--- config.mk ---
export PLATFORM = sky130hd
export DESIGN_NAME = vcap_step
export DESIGN_NICKNAME = d
export VERILOG_FILES = /design/src/hdl/vcap_pkg.sv /design/src/hdl/vcap_step.sv
export SDC_FILE = /design/constraint.sdc
export NUM_CORES = 1
export LEC_CHECK = 0
export BUFFER_PORTS_ARGS = -buffer_cell sky130_fd_sc_hd__buf_2
export CORE_AREA = 2 2 119 121
export DETAILED_ROUTE_END_ITERATION = 6
export DIE_AREA = 0 0 121 123
export PLACE_DENSITY = 0.72
export REMOVE_ABC_BUFFERS = 1
export SLEW_MARGIN = 25
export SYNTH_ARGS = -nofsm -noshare
export SYNTH_HDL_FRONTEND = slang
export SYNTH_SLANG_ARGS = --single-unit
--- constraint.sdc ---
create_clock -name vclk -period 4.8
set_input_delay 0.24 -clock vclk [all_inputs]
set_output_delay 0.24 -clock vclk [all_outputs]
set_load 0.02 [all_outputs]
--- src/hdl/vcap_pkg.sv ---
package vcap_pkg;

    // Field widths of the item and result channels.
    localparam int CMD_W     = 3;
    localparam int PROD_W    = 3;
    localparam int COIN_W    = 10;
    localparam int PIN_W     = 14;
    localparam int STATUS_W  = 4;
    localparam int MONEY_W   = 11;
    localparam int STOCK_W   = 4;
    localparam int TOTAL_W   = 32;
    localparam int TRIES_W   = 2;
    localparam int PRICE_W   = 10;
    localparam int COUNT_W   = 3;
    localparam int CFG_IDX_W = 3;
    localparam int CFG_DAT_W = 14;

    // Number of product slots that the price registers cover.
    localparam int MAX_SLOTS         = 5;
    localparam int PRODUCT_SLOTS_DEF = 5;

    // PIN attempts granted on each admin request.
    localparam logic [TRIES_W-1:0] PIN_TRIES = 2'd3;

    // Reset values of the configuration registers.
    localparam logic [PRICE_W-1:0] PRICE_ONE_RST   = 10'd50;
    localparam logic [PRICE_W-1:0] PRICE_TWO_RST   = 10'd80;
    localparam logic [PRICE_W-1:0] PRICE_THREE_RST = 10'd120;
    localparam logic [PRICE_W-1:0] PRICE_FOUR_RST  = 10'd100;
    localparam logic [PRICE_W-1:0] PRICE_FIVE_RST  = 10'd70;
    localparam logic [COUNT_W-1:0] PRODUCT_CNT_RST = 3'd5;
    localparam logic [PIN_W-1:0]   ADMIN_PIN_RST   = 14'd1234;

    // Initial stock of each product slot.
    localparam logic [STOCK_W-1:0] STOCK_RESET [MAX_SLOTS] = '{
        4'd10, 4'd8, 4'd5, 4'd6, 4'd12
    };

    typedef enum logic [CFG_IDX_W-1:0] {
        CFG_PRICE_ONE   = 3'd0,
        CFG_PRICE_TWO   = 3'd1,
        CFG_PRICE_THREE = 3'd2,
        CFG_PRICE_FOUR  = 3'd3,
        CFG_PRICE_FIVE  = 3'd4,
        CFG_PRODUCT_CNT = 3'd5,
        CFG_ADMIN_PIN   = 3'd6
    } cfg_index_t;

    typedef enum logic [CMD_W-1:0] {
        CMD_SELECT   = 3'd0,
        CMD_COIN     = 3'd1,
        CMD_CANCEL   = 3'd2,
        CMD_ADMIN    = 3'd3,
        CMD_PIN      = 3'd4,
        CMD_REPORT   = 3'd5,
        CMD_EXIT     = 3'd6
    } cmd_t;

    typedef enum logic [STATUS_W-1:0] {
        ST_INVALID   = 4'd0,
        ST_SELECTED  = 4'd1,
        ST_SOLDOUT   = 4'd2,
        ST_CREDIT    = 4'd3,
        ST_DISPENSED = 4'd4,
        ST_CANCELLED = 4'd5,
        ST_PINOK     = 4'd6,
        ST_PINWRONG  = 4'd7,
        ST_DENIED    = 4'd8,
        ST_REPORT    = 4'd9,
        ST_EXIT      = 4'd10,
        ST_WRONGMODE = 4'd11
    } status_t;

    typedef enum logic [1:0] {
        MODE_IDLE  = 2'd0,
        MODE_SELL  = 2'd1,
        MODE_PIN   = 2'd2,
        MODE_ADMIN = 2'd3
    } mode_t;

    typedef struct packed {
        logic [CMD_W-1:0]  cmd;
        logic [PROD_W-1:0] product;
        logic [COIN_W-1:0] coin_cents;
        logic [PIN_W-1:0]  pin_value;
    } item_t;

    typedef struct packed {
        status_t            status;
        logic [MONEY_W-1:0] money_out_cents;
        logic [MONEY_W-1:0] credit_cents;
        logic [PROD_W-1:0]  item_number;
        logic [STOCK_W-1:0] stock_left;
        logic               sold_out;
        logic [TOTAL_W-1:0] sales_total;
        logic [TRIES_W-1:0] tries_left;
    } result_t;

    typedef struct packed {
        logic [PRICE_W-1:0] price_one;
        logic [PRICE_W-1:0] price_two;
        logic [PRICE_W-1:0] price_three;
        logic [PRICE_W-1:0] price_four;
        logic [PRICE_W-1:0] price_five;
        logic [COUNT_W-1:0] product_count;
        logic [PIN_W-1:0]   admin_pin;
    } cfg_t;

    typedef struct packed {
        mode_t              mode;
        logic [PROD_W-1:0]  chosen_item;
        logic [MONEY_W-1:0] credit;
        logic [TOTAL_W-1:0] sales_sum;
        logic [TRIES_W-1:0] attempts;
    } ctrl_t;

endpackage

--- src/hdl/vcap_step.sv ---
module vcap_step
    import vcap_pkg::*;
#(
    parameter int PRODUCT_SLOTS = PRODUCT_SLOTS_DEF
)
(
    input  item_t                                   item,
    input  cfg_t                                    cfg,
    input  ctrl_t                                   ctrl,
    input  logic [PRODUCT_SLOTS-1:0][STOCK_W-1:0]   stock,
    output ctrl_t                                   ctrl_next,
    output logic [PRODUCT_SLOTS-1:0][STOCK_W-1:0]   stock_next,
    output result_t                                 res
);

    logic [COUNT_W-1:0] slots_used;
    logic               in_range;
    logic [STOCK_W-1:0] sel_stock;
    logic [STOCK_W-1:0] chosen_stock;
    logic [STOCK_W-1:0] chosen_stock_dec;
    logic [PRICE_W-1:0] chosen_price;
    logic [MONEY_W-1:0] credit_sum;
    logic               paid;
    logic [TOTAL_W:0]   total_sum;
    logic [TOTAL_W-1:0] total_sat;

    // Products on offer are capped by the number of slots built.
    assign slots_used = (cfg.product_count < COUNT_W'(PRODUCT_SLOTS))
                        ? cfg.product_count : COUNT_W'(PRODUCT_SLOTS);
    assign in_range   = (item.product != '0) && (item.product <= slots_used);

    // Stock lookup for the requested product and for the product being sold.
    always_comb
    begin
        sel_stock    = '0;
        chosen_stock = '0;
        for (int i = 0; i < PRODUCT_SLOTS; i++)
        begin
            if (item.product == PROD_W'(i + 1))
            begin
                sel_stock = stock[i];
            end
            if (ctrl.chosen_item == PROD_W'(i + 1))
            begin
                chosen_stock = stock[i];
            end
        end
    end

    assign chosen_stock_dec = (chosen_stock == '0) ? '0 : chosen_stock - STOCK_W'(1);

    // Price of the product being sold.
    always_comb
    begin
        case (ctrl.chosen_item)
            3'd2:    chosen_price = cfg.price_two;
            3'd3:    chosen_price = cfg.price_three;
            3'd4:    chosen_price = cfg.price_four;
            3'd5:    chosen_price = cfg.price_five;
            default: chosen_price = cfg.price_one;
        endcase
    end

    // Credit after the coin and the saturating sales total after a sale.
    assign credit_sum = ctrl.credit + MONEY_W'(item.coin_cents);
    assign paid       = credit_sum >= MONEY_W'(chosen_price);
    assign total_sum  = {1'b0, ctrl.sales_sum} + (TOTAL_W + 1)'(chosen_price);
    assign total_sat  = total_sum[TOTAL_W] ? '1 : total_sum[TOTAL_W-1:0];

    // One command: state update and result.
    always_comb
    begin
        ctrl_next  = ctrl;
        stock_next = stock;
        res        = '0;
        res.status = ST_INVALID;
        case (cmd_t'(item.cmd))
            CMD_SELECT:
            begin
                if (ctrl.mode != MODE_IDLE)
                begin
                    res.status = ST_WRONGMODE;
                end
                else if (in_range)
                begin
                    res.item_number = item.product;
                    res.stock_left  = sel_stock;
                    res.sold_out    = (sel_stock == '0);
                    if (sel_stock == '0)
                    begin
                        res.status = ST_SOLDOUT;
                    end
                    else
                    begin
                        res.status            = ST_SELECTED;
                        ctrl_next.mode        = MODE_SELL;
                        ctrl_next.chosen_item = item.product;
                        ctrl_next.credit      = '0;
                    end
                end
            end
            CMD_COIN, CMD_CANCEL:
            begin
                if (ctrl.mode != MODE_SELL)
                begin
                    res.status = ST_WRONGMODE;
                end
                else if (cmd_t'(item.cmd) == CMD_CANCEL || item.coin_cents == '0)
                begin
                    // Cancel, or a zero coin, refunds the whole credit.
                    res.status            = ST_CANCELLED;
                    res.money_out_cents   = ctrl.credit;
                    ctrl_next.credit      = '0;
                    ctrl_next.chosen_item = '0;
                    ctrl_next.mode        = MODE_IDLE;
                end
                else if (paid)
                begin
                    res.status          = ST_DISPENSED;
                    res.money_out_cents = credit_sum - MONEY_W'(chosen_price);
                    res.item_number     = ctrl.chosen_item;
                    res.stock_left      = chosen_stock_dec;
                    res.sold_out        = (chosen_stock_dec == '0);
                    for (int i = 0; i < PRODUCT_SLOTS; i++)
                    begin
                        if (ctrl.chosen_item == PROD_W'(i + 1))
                        begin
                            stock_next[i] = chosen_stock_dec;
                        end
                    end
                    ctrl_next.sales_sum   = total_sat;
                    ctrl_next.credit      = '0;
                    ctrl_next.chosen_item = '0;
                    ctrl_next.mode        = MODE_IDLE;
                end
                else
                begin
                    res.status       = ST_CREDIT;
                    res.item_number  = ctrl.chosen_item;
                    res.stock_left   = chosen_stock;
                    res.sold_out     = (chosen_stock == '0);
                    ctrl_next.credit = credit_sum;
                end
            end
            CMD_ADMIN:
            begin
                if (ctrl.mode != MODE_IDLE)
                begin
                    res.status = ST_WRONGMODE;
                end
                else
                begin
                    res.status         = ST_SELECTED;
                    res.tries_left     = PIN_TRIES;
                    ctrl_next.mode     = MODE_PIN;
                    ctrl_next.attempts = PIN_TRIES;
                end
            end
            CMD_PIN:
            begin
                if (ctrl.mode != MODE_PIN)
                begin
                    res.status = ST_WRONGMODE;
                end
                else if (item.pin_value == cfg.admin_pin)
                begin
                    res.status     = ST_PINOK;
                    res.tries_left = ctrl.attempts;
                    ctrl_next.mode = MODE_ADMIN;
                end
                else if (ctrl.attempts <= TRIES_W'(1))
                begin
                    // Last try used up: access is denied.
                    res.status         = ST_DENIED;
                    res.tries_left     = '0;
                    ctrl_next.attempts = '0;
                    ctrl_next.mode     = MODE_IDLE;
                end
                else
                begin
                    res.status         = ST_PINWRONG;
                    res.tries_left     = ctrl.attempts - TRIES_W'(1);
                    ctrl_next.attempts = ctrl.attempts - TRIES_W'(1);
                end
            end
            CMD_REPORT:
            begin
                if (ctrl.mode != MODE_ADMIN)
                begin
                    res.status = ST_WRONGMODE;
                end
                else
                begin
                    res.status      = ST_REPORT;
                    res.sales_total = ctrl.sales_sum;
                    if (in_range)
                    begin
                        res.item_number = item.product;
                        res.stock_left  = sel_stock;
                        res.sold_out    = (sel_stock == '0);
                    end
                end
            end
            CMD_EXIT:
            begin
                if (ctrl.mode != MODE_ADMIN)
                begin
                    res.status = ST_WRONGMODE;
                end
                else
                begin
                    res.status     = ST_EXIT;
                    ctrl_next.mode = MODE_IDLE;
                end
            end
            default:
            begin
                res.status = ST_INVALID;
            end
        endcase

        // Every result but a sale reports the credit held after the step.
        if (res.status == ST_DISPENSED)
        begin
            res.credit_cents = credit_sum;
        end
        else
        begin
            res.credit_cents = ctrl_next.credit;
        end
    end

endmodule

==> reports/metrics.csv, run 1 <==
metric,value,unit
DP HPWL,16.59,mm
CP max FO,12,
top post-synthesis cells by area,"ha_1 8.2%, nand2_1 5.8%, mux2i_1 5.3%, nor2_1 5.1%, o21ai_0 5.0%",
Non-Filler Instances,1197,
nets,1221,
Crit-path slowest cell,or4b_1,
drt wl/cell,16.46,µm
largest area contributor in the netlist,ha_1,
most common cell in the netlist,nand2_1,
register area,0,µm²
via count,6579,
number of I/O pins,305,
Area after DPL,6650,µm²
VDD IR max,0.09688,mV
layout cells sized above 1,37.36,%
number of routed nets with antenna violations,0,
Synth top area share,8.180,%
sequential area share after synthesis,0,%
worst-path cell chain,buf_2 -> ha_1 -> a211o_1 -> a211o_1 -> a21oi_1 -> nor2b_1 -> o21ai_0 -> nand2b_1 -> a21oi_1 -> xnor2_1 -> ha_1 -> nand4_1 -> nor2_1 -> a311o_4 -> nor2_4 -> buf_12 -> or4b_1 -> mux2i_1 -> buf_2,
Max Slew Vio Count,0,
Seq cells,0,
grt ovf,0,
PnR Total Power,0.9539,mW
PortBufs,305,
YS warnings,0,
CLK BUF,0,
Worst EP arrival,4300,ps
post-cts hold buffer count,0,
Crit path largest cell delay,530,ps
WHS Endpoint,stock_next[19],
pin count of the biggest net entering global routing,31,
unrepaired setup endpoints after global routing,false,
initial antenna violation count,0,
synthesized instance count,733,
Post-CTS Setup Bufs,0,
Final WS setup,263.8,ps
post-CTS sizing,0,
Pleak,3.391,nW
vias in the first global route,5771,
Final Hold Viols,0,
die footprint,14880,µm²
unique cell type count in the Yosys netlist,76,
Tcrit/Tclk final,94.50,%
Hold WC Path Type,primary input to primary output,
synthesized area per cell,6.678,µm²
Max-cap violations,0,
Worst setup SP type,primary input,
Die Wd,121,µm
post-route design area,6688,µm²
DR pass1 iterations,5,
Overall Global Routing Usage,24.29,%
min-delay src,stock[19],
first-pass GRT wire length,29.59,mm
initial DRC count,361,
Pwr Density,142.6,nW/µm²
Hold Crit Depth,3,
area delta synth->final,36.63,%
Worst EP required,4560,ps
Fin Hold WS,827.7,ps
status,"complete, no violations",
Rows,43,
GPL Wtd Cong,0.9610,
max frequency,0.2204,GHz
crit path kind,primary input to primary output,
final setup fails,0,
Antenna diodes,0,
drt total wl,19.70,mm
CORE AREA,13610,µm²
placed instance count,1197,
clock period minus worst slack,4536,ps
Util after Layout,49.13,%
"top cells by count, synth","75 x nand2_1, 66 x nor2_1, 49 x o21ai_0, 45 x a21oi_1, 41 x inv_1",
DIE HEIGHT,123,µm
Setup crit end kind,primary output,
vias per std cell,5.496,
pre-CTS setup slack,217.2,ps
Total Neg Setup Slack,0,ps
Initial Util,35.96,%
synthesized cell area,4895,µm²
Max transition margin,47.97,%
DRC viols,0,
Slew @ Worst Pin,772.2,ps
[power breakdown]
part | leakage (nW) | switching (mW) | internal, mW
logic | 3.39 | 0.563 | 0.391
registers | 0 | 0 | 0
clock network | 0 | 0 | 0
[cell families (layout without fill, tap and decap cells)]
group | after synthesis | in the layout | share of synthesized area [%]
simple gates | 282 | 282 | 28.83
compound gates | 231 | 231 | 33.13
buf+inv | 82 | 366 | 7.157
mux | 64 | 64 | 14.06
xor+xnor | 39 | 39 | 7.413
fa+ha+maj | 35 | 35 | 9.407
[worst max path at each step]
stage             start             end  cells past startpoint
3_3_place_gp   item[14]   ctrl_next[41]                     17
3_5_place_dp   item[15]   ctrl_next[28]                     19
2_1_floorplan  item[14]  stock_next[16]                     14
6_report       item[15]   ctrl_next[30]                     19
5_1_grt        item[16]   ctrl_next[30]                     19
4_1_cts        item[14]   ctrl_next[43]                     17
[worst max-delay path: cells and delay by family]
family / cells / cell delay [ps]
adder cells (fa/ha/maj): 2 / 740
multiplexers: 1 / 160
AO/OA/AOI/OAI: 6 / 1380
buffers and inverters: 3 / 460
XOR/XNOR: 1 / 140
AND/OR/NAND/NOR: 6 / 1160
[routing by layer]
metal  up-vias  GRT usage, %  part of all wire, %
met5         -             0                    0
met3        20         1.061                  5.7
li1       3278             -                    -
met2       255         42.77                   48
met4         0         3.343                  1.6
met1      3026         33.64                   45
[cells in the final DEF, fill, tap and decap left out, types with 4 or more instances in the layout]
| cell type | instances |
|---|---|
| a211o_1 | 11 |
| a211oi_1 | 17 |
| a21o_1 | 12 |
| a21oi_1 | 45 |
| a22o_1 | 16 |
| a31o_2 | 4 |
| a31oi_1 | 14 |
| and2_1 | 27 |
| and3_1 | 7 |
| buf_12 | 4 |
| buf_2 | 305 |
| buf_4 | 16 |
| ha_1 | 32 |
| inv_1 | 41 |
| mux2_1 | 17 |
| mux2_2 | 21 |
| mux2i_1 | 26 |
| nand2_1 | 75 |
| nand2b_1 | 16 |
| nand3_1 | 17 |
| nand4_1 | 13 |
| nor2_1 | 65 |
| nor2b_1 | 11 |
| nor3_1 | 16 |
| nor4_1 | 10 |
| o21a_1 | 4 |
| o21ai_0 | 48 |
| o21ai_1 | 9 |
| o221ai_1 | 5 |
| o31ai_1 | 4 |
| o32ai_1 | 4 |
| or2_2 | 5 |
| or3_1 | 6 |
| xnor2_1 | 19 |
| xor2_1 | 18 |
[area by class of cell]
cell class / count / area (µm²)
repair buffers: 325 / 1727
multi-input cells: 651 / 4582
well taps: 180 / 225.2
fillers: 1449 / 6924
inverters: 41 / 153.9
(Power assumes the default switching activity.)
==> run 2: changes to the inputs <==
- CELL_PAD_IN_SITES_DETAIL_PLACEMENT: not set -> 1
- CELL_PAD_IN_SITES_GLOBAL_PLACEMENT: not set -> 2
- CORE_AREA: 2 2 119 121 -> not set
- CORE_UTILIZATION: not set -> 20
- DIE_AREA: 0 0 121 123 -> not set
- PLACE_DENSITY: 0.72 -> not set
- PLACE_DENSITY_LB_ADDON: not set -> 0.1
- SETUP_SLACK_MARGIN: not set -> 0.4
==> reports/metrics.csv, run 2 (same netlist as run 1, synthesis figures left out) <==
metric,value,unit
Tcrit/Tclk final,88.24,%
CLK BUF,0,
Max-cap violations,0,
Crit-path slowest cell,or4b_1,
CP max FO,9,
Worst setup SP type,primary input,
DR pass1 iterations,4,
Final Hold Viols,0,
DR top layer,met4,
number of routed nets with antenna violations,0,
vias in the first global route,6619,
PnR Total Power,1.024,mW
initial DRC count,235,
Pleak,3.457,nW
met2 WL post-DR,11.04,mm
vias per std cell,4.862,
clock period minus worst slack,4236,ps
Seq cells,0,
DP HPWL,20.70,mm
"commonest non-fill, non-tap cell in the layout",buf_2,
Setup crit end kind,primary output,
nets,1232,
Metal-1 WL,11.91,mm
GPL Wtd Cong,0.7886,
Initial Util,20.61,%
status,"complete, no violations",
CORE AREA,23750,µm²
number of I/O pins,305,
PortBufs,305,
via count,6554,
"commonest non-fill, non-tap cells in the layout","301 x buf_2, 74 x nand2_1, 65 x nor2_1, 43 x o21ai_0, 42 x a21oi_1",
Worst EP arrival,4000,ps
Pwr Density,144.7,nW/µm²
worst-path cell chain,buf_2 -> ha_1 -> a211o_1 -> a211o_1 -> a21oi_2 -> nor2b_1 -> o21ai_1 -> nand2b_1 -> a21oi_2 -> xnor2_2 -> ha_4 -> nand4_1 -> nor2_4 -> a311o_4 -> nor2_4 -> buf_4 -> or4b_1 -> mux2i_1 -> buf_4,
DIE HEIGHT,158.4,µm
drt total wl,24.29,mm
grt ovf,0,
Worst EP required,4560,ps
initial antenna violation count,0,
unrepaired setup endpoints after global routing,false,
Slew @ Worst Pin,1006,ps
Die Wd,158.4,µm
max frequency,0.2361,GHz
crit path kind,primary input to primary output,
first-pass GRT wire length,36.88,mm
layout cells sized above 1,39.98,%
die footprint,25100,µm²
Rows,56,
register area,0,µm²
Max Slew Vio Count,0,
final setup fails,0,
pin count of the biggest net entering global routing,29,
area delta synth->final,44.56,%
Max transition margin,32.91,%
VDD IR max,0.08053,mV
Hold WC Path Type,primary input to primary output,
DRC viols,0,
Crit path largest cell delay,540,ps
met3 WL,1.316,mm
drt wl/cell,18.02,µm
Total Neg Setup Slack,0,ps
Overall Global Routing Usage,18.61,%
run 2: cell types whose count changed in the layout (fill, tap and decap cells not counted), sizes merged:
cell / before / now
clkbuf: 0 / 1
diode: 0 / 1
buf: 325 / 335
run 2: power breakdown:
group	switching (mW)	total, mW	leakage (nW)	internal [mW]
combinational	0.609	1.02	3.46	0.414
sequential	0	0	0	0
clock	0	0.0000000279	0.00000634	0.0000000279
total	0.609	1.02	3.46	0.414
run 2: per-stage QoR:
stage / cells / area (µm²) / utilization, % / worst slack (ps) / hold WS (ps)
finish: 1348 / 7076 / 29.79 / 564.4 / 834.9
global route: 1347 / 7073 / 29.78 / 383.0 / 844.2
CTS: 1343 / 6888 / 29.00 / 367.9 / 836.5
floorplan: 692 / 4698 / - / 697.6 / 608.6
global placement: 1341 / 6824 / 28.73 / 91.78 / 836.1
detailed placement: 1341 / 6824 / 28.73 / 201.2 / 836.5
run 2: final timing paths:
check | startpoint | end | slack [ps] | cells after the start
max | ctrl[35] | ctrl_next[30] | 560 | 19
min | ctrl[0] | ctrl_next[0] | 830 | 3
run 2: final cells by class:
type	instances	area, µm²
Fill cell	3058	16680
Inverter	41	153.9
Timing Repair Buffer	336	1802
Tap cell	319	399.1
Multi-Input combinational cell	651	4718
Antenna cell	1	2.502
run 2: timing repair:
action / in CTS / in global routing
cloned: 0 / 0
endpoints found under the setup margin: 50 / 80
buffers inserted: 2 / 4
pin swaps: 3 / 13
hold buffers: 0 / 0
gates resized for setup: 9 / 37
run 2: worst max-delay path: cells and delay by family:
kind | cells | cell delay, ps
AO/OA/AOI/OAI | 6 | 1290
XOR/XNOR | 1 | 130
buffers and inverters | 3 | 470
adder cells (fa/ha/maj) | 2 | 580
multiplexers | 1 | 170
AND/OR/NAND/NOR | 6 | 1080
run 2: metal layers:
metal  global-route usage, %  up-vias
li1                        -     3298
met1                   26.45     3059
met2                   31.91      191
met3                   1.497        6
met4                  0.4579        0
met5                       0        -
